[src/rtl/kpct_pkg.sv]
// Shared types, constants and a helper function for the keyed pair counter table.
package kpct_pkg;

  // Field widths fixed by the transaction format.
  localparam int unsigned KEY_W   = 31;
  localparam int unsigned COUNT_W = 32;

  // One incoming transaction: a key and the side whose counter is bumped.
  typedef struct packed {
    logic [KEY_W-1:0] key;
    logic             side;
  } req_t;

  // One result transaction.
  typedef struct packed {
    logic [COUNT_W-1:0] count_side_zero;
    logic [COUNT_W-1:0] count_side_one;
    logic               was_inserted;
    logic               table_full;
  } result_t;

  // Transaction state as it travels from one cell to the next.
  typedef struct packed {
    logic               valid;
    logic               done;
    logic [KEY_W-1:0]   key;
    logic               side;
    logic               inserted;
    logic [COUNT_W-1:0] count_zero;
    logic [COUNT_W-1:0] count_one;
  } stage_t;

  // Increment that sticks at the all-ones value.
  function automatic logic [COUNT_W-1:0] sat_inc(input logic [COUNT_W-1:0] v);
    logic [COUNT_W-1:0] r;
    r = (&v) ? v : v + {{(COUNT_W-1){1'b0}}, 1'b1};
    return r;
  endfunction

endpackage

[src/rtl/kpct_cell.sv]
// One table cell: holds a single keyed entry and forwards the passing transaction.
module kpct_cell (
  input  logic            clk,
  input  logic            rst,
  input  kpct_pkg::stage_t prev,
  output kpct_pkg::stage_t fwd
);

  logic                          occ;
  logic [kpct_pkg::KEY_W-1:0]    entry_key;
  logic [kpct_pkg::COUNT_W-1:0]  cnt0;
  logic [kpct_pkg::COUNT_W-1:0]  cnt1;
  logic [kpct_pkg::COUNT_W-1:0]  cnt0_next;
  logic [kpct_pkg::COUNT_W-1:0]  cnt1_next;
  kpct_pkg::stage_t              fwd_next;
  logic                          hit;
  logic                          claim;

  // A live transaction either matches this entry or, if the cell is still empty,
  // takes it over. Cells fill in order, so the first empty cell is the append slot.
  always_comb begin
    hit       = prev.valid && !prev.done && occ && (entry_key == prev.key);
    claim     = prev.valid && !prev.done && !occ;
    cnt0_next = cnt0;
    cnt1_next = cnt1;
    fwd_next  = prev;
    if (claim) begin
      cnt0_next         = prev.side ? '0 : {{(kpct_pkg::COUNT_W-1){1'b0}}, 1'b1};
      cnt1_next         = prev.side ? {{(kpct_pkg::COUNT_W-1){1'b0}}, 1'b1} : '0;
      fwd_next.inserted = 1'b1;
    end else if (hit) begin
      if (prev.side) begin
        cnt1_next = kpct_pkg::sat_inc(cnt1);
      end else begin
        cnt0_next = kpct_pkg::sat_inc(cnt0);
      end
    end
    if (hit || claim) begin
      fwd_next.done       = 1'b1;
      fwd_next.count_zero = cnt0_next;
      fwd_next.count_one  = cnt1_next;
    end
  end

  // Occupancy and the forwarding stage's valid bit are control; they clear on reset.
  always_ff @(posedge clk) begin
    if (rst) begin
      occ       <= 1'b0;
      fwd.valid <= 1'b0;
    end else begin
      occ <= occ | claim;
      fwd <= fwd_next;
    end
  end

  // Entry payload.
  always_ff @(posedge clk) begin
    if (claim) begin
      entry_key <= prev.key;
    end
    cnt0 <= cnt0_next;
    cnt1 <= cnt1_next;
  end

`ifndef SYNTHESIS
  // An entry, once taken, is never released.
  a_occ_sticky: assert property (@(posedge clk) disable iff (rst) occ |=> occ)
    else $error("cell lost its entry");

  // A transaction that leaves unresolved has passed an occupied cell.
  a_unresolved_needs_occ: assert property (@(posedge clk) disable iff (rst)
    (fwd.valid && !fwd.done) |-> occ)
    else $error("unresolved transaction passed an empty cell");

  // A newly taken entry starts with exactly one count on one side.
  a_new_entry_counts: assert property (@(posedge clk) disable iff (rst)
    $rose(occ) |-> ((cnt0 == '0 && cnt1 == {{(kpct_pkg::COUNT_W-1){1'b0}}, 1'b1}) ||
                    (cnt1 == '0 && cnt0 == {{(kpct_pkg::COUNT_W-1){1'b0}}, 1'b1})))
    else $error("new entry has wrong counts");

  // An inserted flag is only ever carried by a resolved transaction.
  a_inserted_done: assert property (@(posedge clk) disable iff (rst)
    (fwd.valid && fwd.inserted) |-> fwd.done)
    else $error("inserted flag without resolution");
`endif

endmodule

[config.mk]
export PLATFORM = sky130hd
export DESIGN_NAME = kpct_cell
export DESIGN_NICKNAME = d
export VERILOG_FILES = /design/src/rtl/kpct_pkg.sv /design/src/rtl/kpct_cell.sv
export SDC_FILE = /design/constraint.sdc
export NUM_CORES = 1
export LEC_CHECK = 0
export BUFFER_PORTS_ARGS = -buffer_cell sky130_fd_sc_hd__buf_2
export CORE_ASPECT_RATIO = 0.75
export CORE_MARGIN = 2
export CORE_UTILIZATION = 50
export CTS_BUF_LIST = sky130_fd_sc_hd__clkbuf_16
export DETAILED_ROUTE_END_ITERATION = 16
export GPL_TIMING_DRIVEN = 0
export PLACE_DENSITY = 0.81
export SYNTH_ARGS = -nofsm -noshare
export SYNTH_HDL_FRONTEND = slang
export SYNTH_SLANG_ARGS = --single-unit
[constraint.sdc]
create_clock -name clk -period 3.3 [get_ports clk]
set_clock_uncertainty 0.05 [all_clocks]
set_input_delay 0.66 -clock clk [delete_from_list [all_inputs] [get_ports clk]]
set_output_delay 0.66 -clock clk [all_outputs]
set_load 0.1 [all_outputs]
## After elaboration in Yosys (flattened, before gate mapping)

Cells that the tools add are included.

| operators by class | value |
|---|---|
| add/subtract/negate cells | 2 |
| multiply operators | 0 |
| divide/modulo/power cells | 0 |
| order comparisons | 0 |
| equality and inequality tests | 1 |
| shift-type cells | 0 |
| mux-type cells | 11 |
| bitwise gates (word level) | 1 |
| reduce and logical (&&, ||, !) cells | 9 |

Operators with widths:

| operator | number |
|---|---|
| 2-to-1 mux 32 bit | 8 |
| adder 32 x 1 -> 32 bit (second input constant) | 2 |
| 2-to-1 mux 64 bit | 1 |
| AND reduction 32 bit | 2 |
| equality test 31 bit | 1 |
| logical AND 1 bit | 4 |
| zero test 1 bit | 2 |
| 2-to-1 mux 1 bit | 2 |
| logical OR 1 bit | 1 |
| OR 1 bit | 1 |

| word-level totals | value |
|---|---|
| bits in registers | 195 |
| latch bits | 0 |
| bits in writable memories | 0 |
| memory bits (read-only) | 0 |
| bits of input ports | 101 |
| output and inout bits | 99 |
| logic and storage cells | 35 |
| memories kept | 0 |

## Logic depth before layout (Yosys ltp)

| logic depth | value |
|---|---|
| depth after elaboration | 7 |
| gate-level depth with buffers | 9 |
| mapped depth without buffers | 7 |

## Worst setup path before layout

No wires, ideal clock.

| timing | value |
|---|---|
| path kind | input port to flip-flop |
| start | in rst |
| end | reg fwd[0] in the netlist's numbering (enable) |
| library setup time | 0.451 ns |
| arrival time | 2.556 ns |
| data required time | 2.799 ns |
| path slack | 0.243 ns |
| stages | 1 |
| path through | inv_1 |

RTL lines:

| element | RTL line | text |
|---|---|---|
| start, declared | kpct_cell.sv:4 | `input logic rst,` |
| end signal, assigned | kpct_cell.sv:52 | `fwd <= fwd_next;` |
| end, declared | kpct_cell.sv:6 | `output kpct_pkg::stage_t fwd` |

No word-level cell between the ends.

==> qor.log <==
qor: clock_tree.clkTransAtPathRegs 80 ps
qor: worst_setup_path.critical_path_arrival 3270 ps
qor: clock_tree.cts_max_path_buffers 2
qor: power.seqPwrFrac 0.464
qor: logic_synthesis.complex_gate_fraction_of_the_synthesized_area 0.155
qor: sta.setup_repair_after_global_routing_missed_its_margin no
qor: drt.detail_route.first_pass.iterations 5
qor: final_layout.final_cells 1,360
qor: logic_synthesis.yosys_warnings 0
qor: logic_synthesis.yosys-top-cells-count sky130_fd_sc_hd__edfxtp_1 (129), sky130_fd_sc_hd__a21oi_1 (103), sky130_fd_sc_hd__o21ai_0 (93), sky130_fd_sc_hd__dfxtp_1 (66), sky130_fd_sc_hd__xor2_1 (47)
qor: logic_synthesis.synth_simple_gate_area_share 0.174
qor: placement.dpl_cell_area 10,700 um^2
qor: global_route.antenna_violations_before_repair 0
qor: final_layout.fillerInstances 1,520
qor: clock_tree.tritoncts_num_sinks 195
qor: final_layout.final_cell_area 11,400 um^2
qor: global_route.grt_start_max_net_pins 74
qor: logic_synthesis.synth_top_cell_area_share 0.414
qor: worst_setup_path.start_kind register
qor: final_layout.fin_nets 1,203
qor: power.clock_power_share 0.367
qor: drt.overall_via_count_from_detail_route 7,978
qor: logic_synthesis.synthAdderAreaFrac 0.00267
qor: min_path.hold_path.class primary input to register
qor: sta.slew-limit-headroom 0.470
qor: outcome.outcome complete, no violations
qor: drt.drt.antenna.violating_nets 0
qor: clock_tree.cts_root_buffer sky130_fd_sc_hd__clkbuf_16
qor: power.totalPowerFinal 5950 uW
qor: logic_synthesis.post-synth-top-area-cell sky130_fd_sc_hd__edfxtp_1
qor: floorplan.floorplan.die.width 162 um
qor: sta.period_needed 3130 ps
qor: worst_setup_path.crit_path_cell_trace xnor2_1 > nand4_1 > nor4_2 > nand3_1 > clkbuf_1 > clkbuf_1 > a21oi_1 > a2bb2oi_1
qor: logic_synthesis.synth_nets 983
qor: power.switching_power 1950 uW
qor: placement.dp_hpwl 18.3 mm
qor: logic_synthesis.synth.area.top_cells sky130_fd_sc_hd__edfxtp_1 (41%), sky130_fd_sc_hd__dfxtp_1 (14%), sky130_fd_sc_hd__a21oi_1 (5.5%), sky130_fd_sc_hd__o21ai_0 (5.0%), sky130_fd_sc_hd__xor2_1 (4.4%)
qor: worst_setup_path.critical_path.top_delay_family simple AND/OR/NAND/NOR gates
qor: run.max-cap-violations 0
qor: clock_tree.cts_buffers 17
qor: worst_setup_path.crit_type register to register
qor: logic_synthesis.number_of_flops_mapped_to_enable_cells_by_yosys 129
qor: logic_synthesis.asyncSetResetFlopFracSynth 0
qor: logic_synthesis.synthCells 880
qor: placement.port_buffers 199
qor: global_route.grt_remaining_overflow 0
qor: power.sw_ratio 0.327
qor: floorplan.boundaryPins 200
qor: logic_synthesis.synth_xor_area_frac 0.0824
qor: power.power_report.internal_total 4010 uW
qor: worst_setup_path.critical_path_required 3440 ps
qor: final_layout.syn_to_final_growth 21.3%
qor: power.power_frac_comb 0.170
qor: worst_setup_path.crit_slowest_cell sky130_fd_sc_hd__nor4_2
qor: drt.wl_per_cell 18.7 um
qor: power.power-per-cell-area 525 nW/um^2
qor: sta.finalHoldViolations 0
qor: placement.placedCellCount 1,328
qor: final_layout.antenna_cells 0
qor: global_route.grt_pass1_wl 39.5 mm
qor: global_route.grt_pass1_vias 7,508
qor: logic_synthesis.synth.ff_latch_count 195
qor: floorplan.design.die.area 19,800 um^2
qor: worst_setup_path.worst-path-max-fanout 10
qor: sta.timing.final.setup_violations 0
qor: floorplan.core 18,400 um^2
qor: floorplan.die_h 122 um
qor: sta.worst_slew_pin_slew 795 ps
qor: sta.period_share 0.949
qor: clock_tree.htree_levels 4
qor: placement.gp_routability_congestion 0.928
qor: logic_synthesis.ys_seq_area_frac 0.555
qor: logic_synthesis.postSynth.topFlopCell sky130_fd_sc_hd__edfxtp_1
qor: worst_setup_path.most_prevalent_standard_cell_on_the_critical_path sky130_fd_sc_hd__clkbuf_1
qor: logic_synthesis.synth_most_common_cell sky130_fd_sc_hd__edfxtp_1
qor: worst_setup_path.max_stage_delay 500 ps
qor: logic_synthesis.dominant_combinational_cell_family_by_area_after_synthesis simple AND/OR/NAND/NOR gates
qor: drt.drt-total-wl 25.5 mm
qor: clock_tree.insertion_delay 450 ps
qor: logic_synthesis.synth.lib_cells_used.distinct 61
qor: logic_synthesis.mappedNetlistArea 9360 um^2
qor: logic_synthesis.syn-mean-instance-area 10.6 um^2
qor: logic_synthesis.synth.mux.area_fraction 0.00321
qor: sta.slew_viol_final 0
qor: drt.vias_per_cell 5.87
qor: power.p_leak 0.00409 uW
qor: global_route.global_route_usage_sum 0.259
qor: drt.initialDrtViolationCount 883
qor: clock_tree.post-cts-setup-buffer-count 0
qor: clock_tree.tritoncts yes
qor: sta.max_freq 319 MHz
qor: final_layout.drive_above_1_share 0.257
qor: worst_setup_path.cp_num_buf_inv 2
qor: floorplan.initial_utilization 0.509
qor: drt.drc_errors 0
qor: power.ir_worst_vdd 0.347 mV
qor: worst_setup_path.crit_path_end_kind register
qor: floorplan.placementRows 43
-- worst reg2reg max path, stage by stage, from the launching register on --
cell and delay (ps):
sky130_fd_sc_hd__edfxtp_1 390, sky130_fd_sc_hd__xnor2_1 270, sky130_fd_sc_hd__nand4_1 150, sky130_fd_sc_hd__nor4_2 500, sky130_fd_sc_hd__nand3_1 390, sky130_fd_sc_hd__clkbuf_1 380
sky130_fd_sc_hd__clkbuf_1 360, sky130_fd_sc_hd__a21oi_1 250, sky130_fd_sc_hd__a2bb2oi_1 130
-- final timing paths --
kind                              to  slack [ps]  cells past startpoint                    start
max                fwd[32]$_DFFE_PN_         170                      8  entry_key[14]$_DFFE_PP_
min          entry_key[23]$_DFFE_PP_         370                      1                 prev[89]
max reg2reg        fwd[32]$_DFFE_PN_         170                      8  entry_key[14]$_DFFE_PP_
min reg2reg         cnt0[17]$_DFF_P_         460                      2         cnt0[17]$_DFF_P_
-- power groups by stage --
stage | clock network (uW) | registers, uW | logic, uW
floorplan | 0 | 3440 | 161
detailed placement | 0 | 2820 | 1010
global placement | 0 | 2820 | 991
CTS | 2190 | 2760 | 1010
finish | 2180 | 2760 | 1010
global route | 2290 | 2770 | 1050
-- metal layers --
layer  track usage  share of wire  up-vias
met1         0.359           0.44     3756
met4        0.0990          0.023        0
met2         0.400           0.44      417
li1              -              -     3758
met3        0.0612          0.097       47
met5             0              0        -
-- state kept, by name, summed over array words and instances, names as in the netlist --
register and flops:
cnt0 32, cnt1 32, entry_key 31, fwd 99, occ 1
-- what timing repair did --
action,4_1_cts,5_1_grt
endpoints found under the setup margin,0,16
hold buffers,0,0
resized for setup,0,2
-- cell families (layout without fill, tap and decap cells) --
kind of cell,Yosys count,count (layout)
AOI/OAI and AO/OA,250,250
xor gates and xnor gates,88,88
adders and majority gates,2,2
buffers and inverters,63,296
DFF,195,195
muxes,3,3
and+or+nand+nor,279,279
-- cell type report --
class,instances,area (um^2),share of cell area
Clock buffer,17,425,0.0375
Clock inverter,15,198,0.0174
Buffer,51,219,0.0193
Inverter,12,47.5,0.00419
Sequential cell,195,5190,0.458
Tap cell,247,309,0.0272
Multi-Input combinational cell,622,3910,0.344
Timing Repair Buffer,201,1050,0.0926
-- through the flow --
step           setup TNS [ps]  hold slack, ps  setup slack (ps)   util
6_report                    0             368               168  0.617
2_1_floorplan               0             409               243      -
4_1_cts                     0             360               215  0.617
3_3_place_gp           -98890             431              -762  0.579
3_5_place_dp            -4120             444              -177  0.583
5_1_grt                     0             365              10.1  0.617
-- cells in the final DEF (no fill, tap or decap), drive strengths merged, types with 7 or more instances in the layout --
master and n:
a211oi 16, a21oi 103, and3 17, buf 216, clkbuf 53, dfxtp 66, edfxtp 129, inv 22
nand2 43, nand3 38, nand4 42, nor2 45, nor3 10, nor4 7, o21ai 93, or3 45
or4 8, xnor2 41, xor2 47
Power figures use the tool's default switching activity.
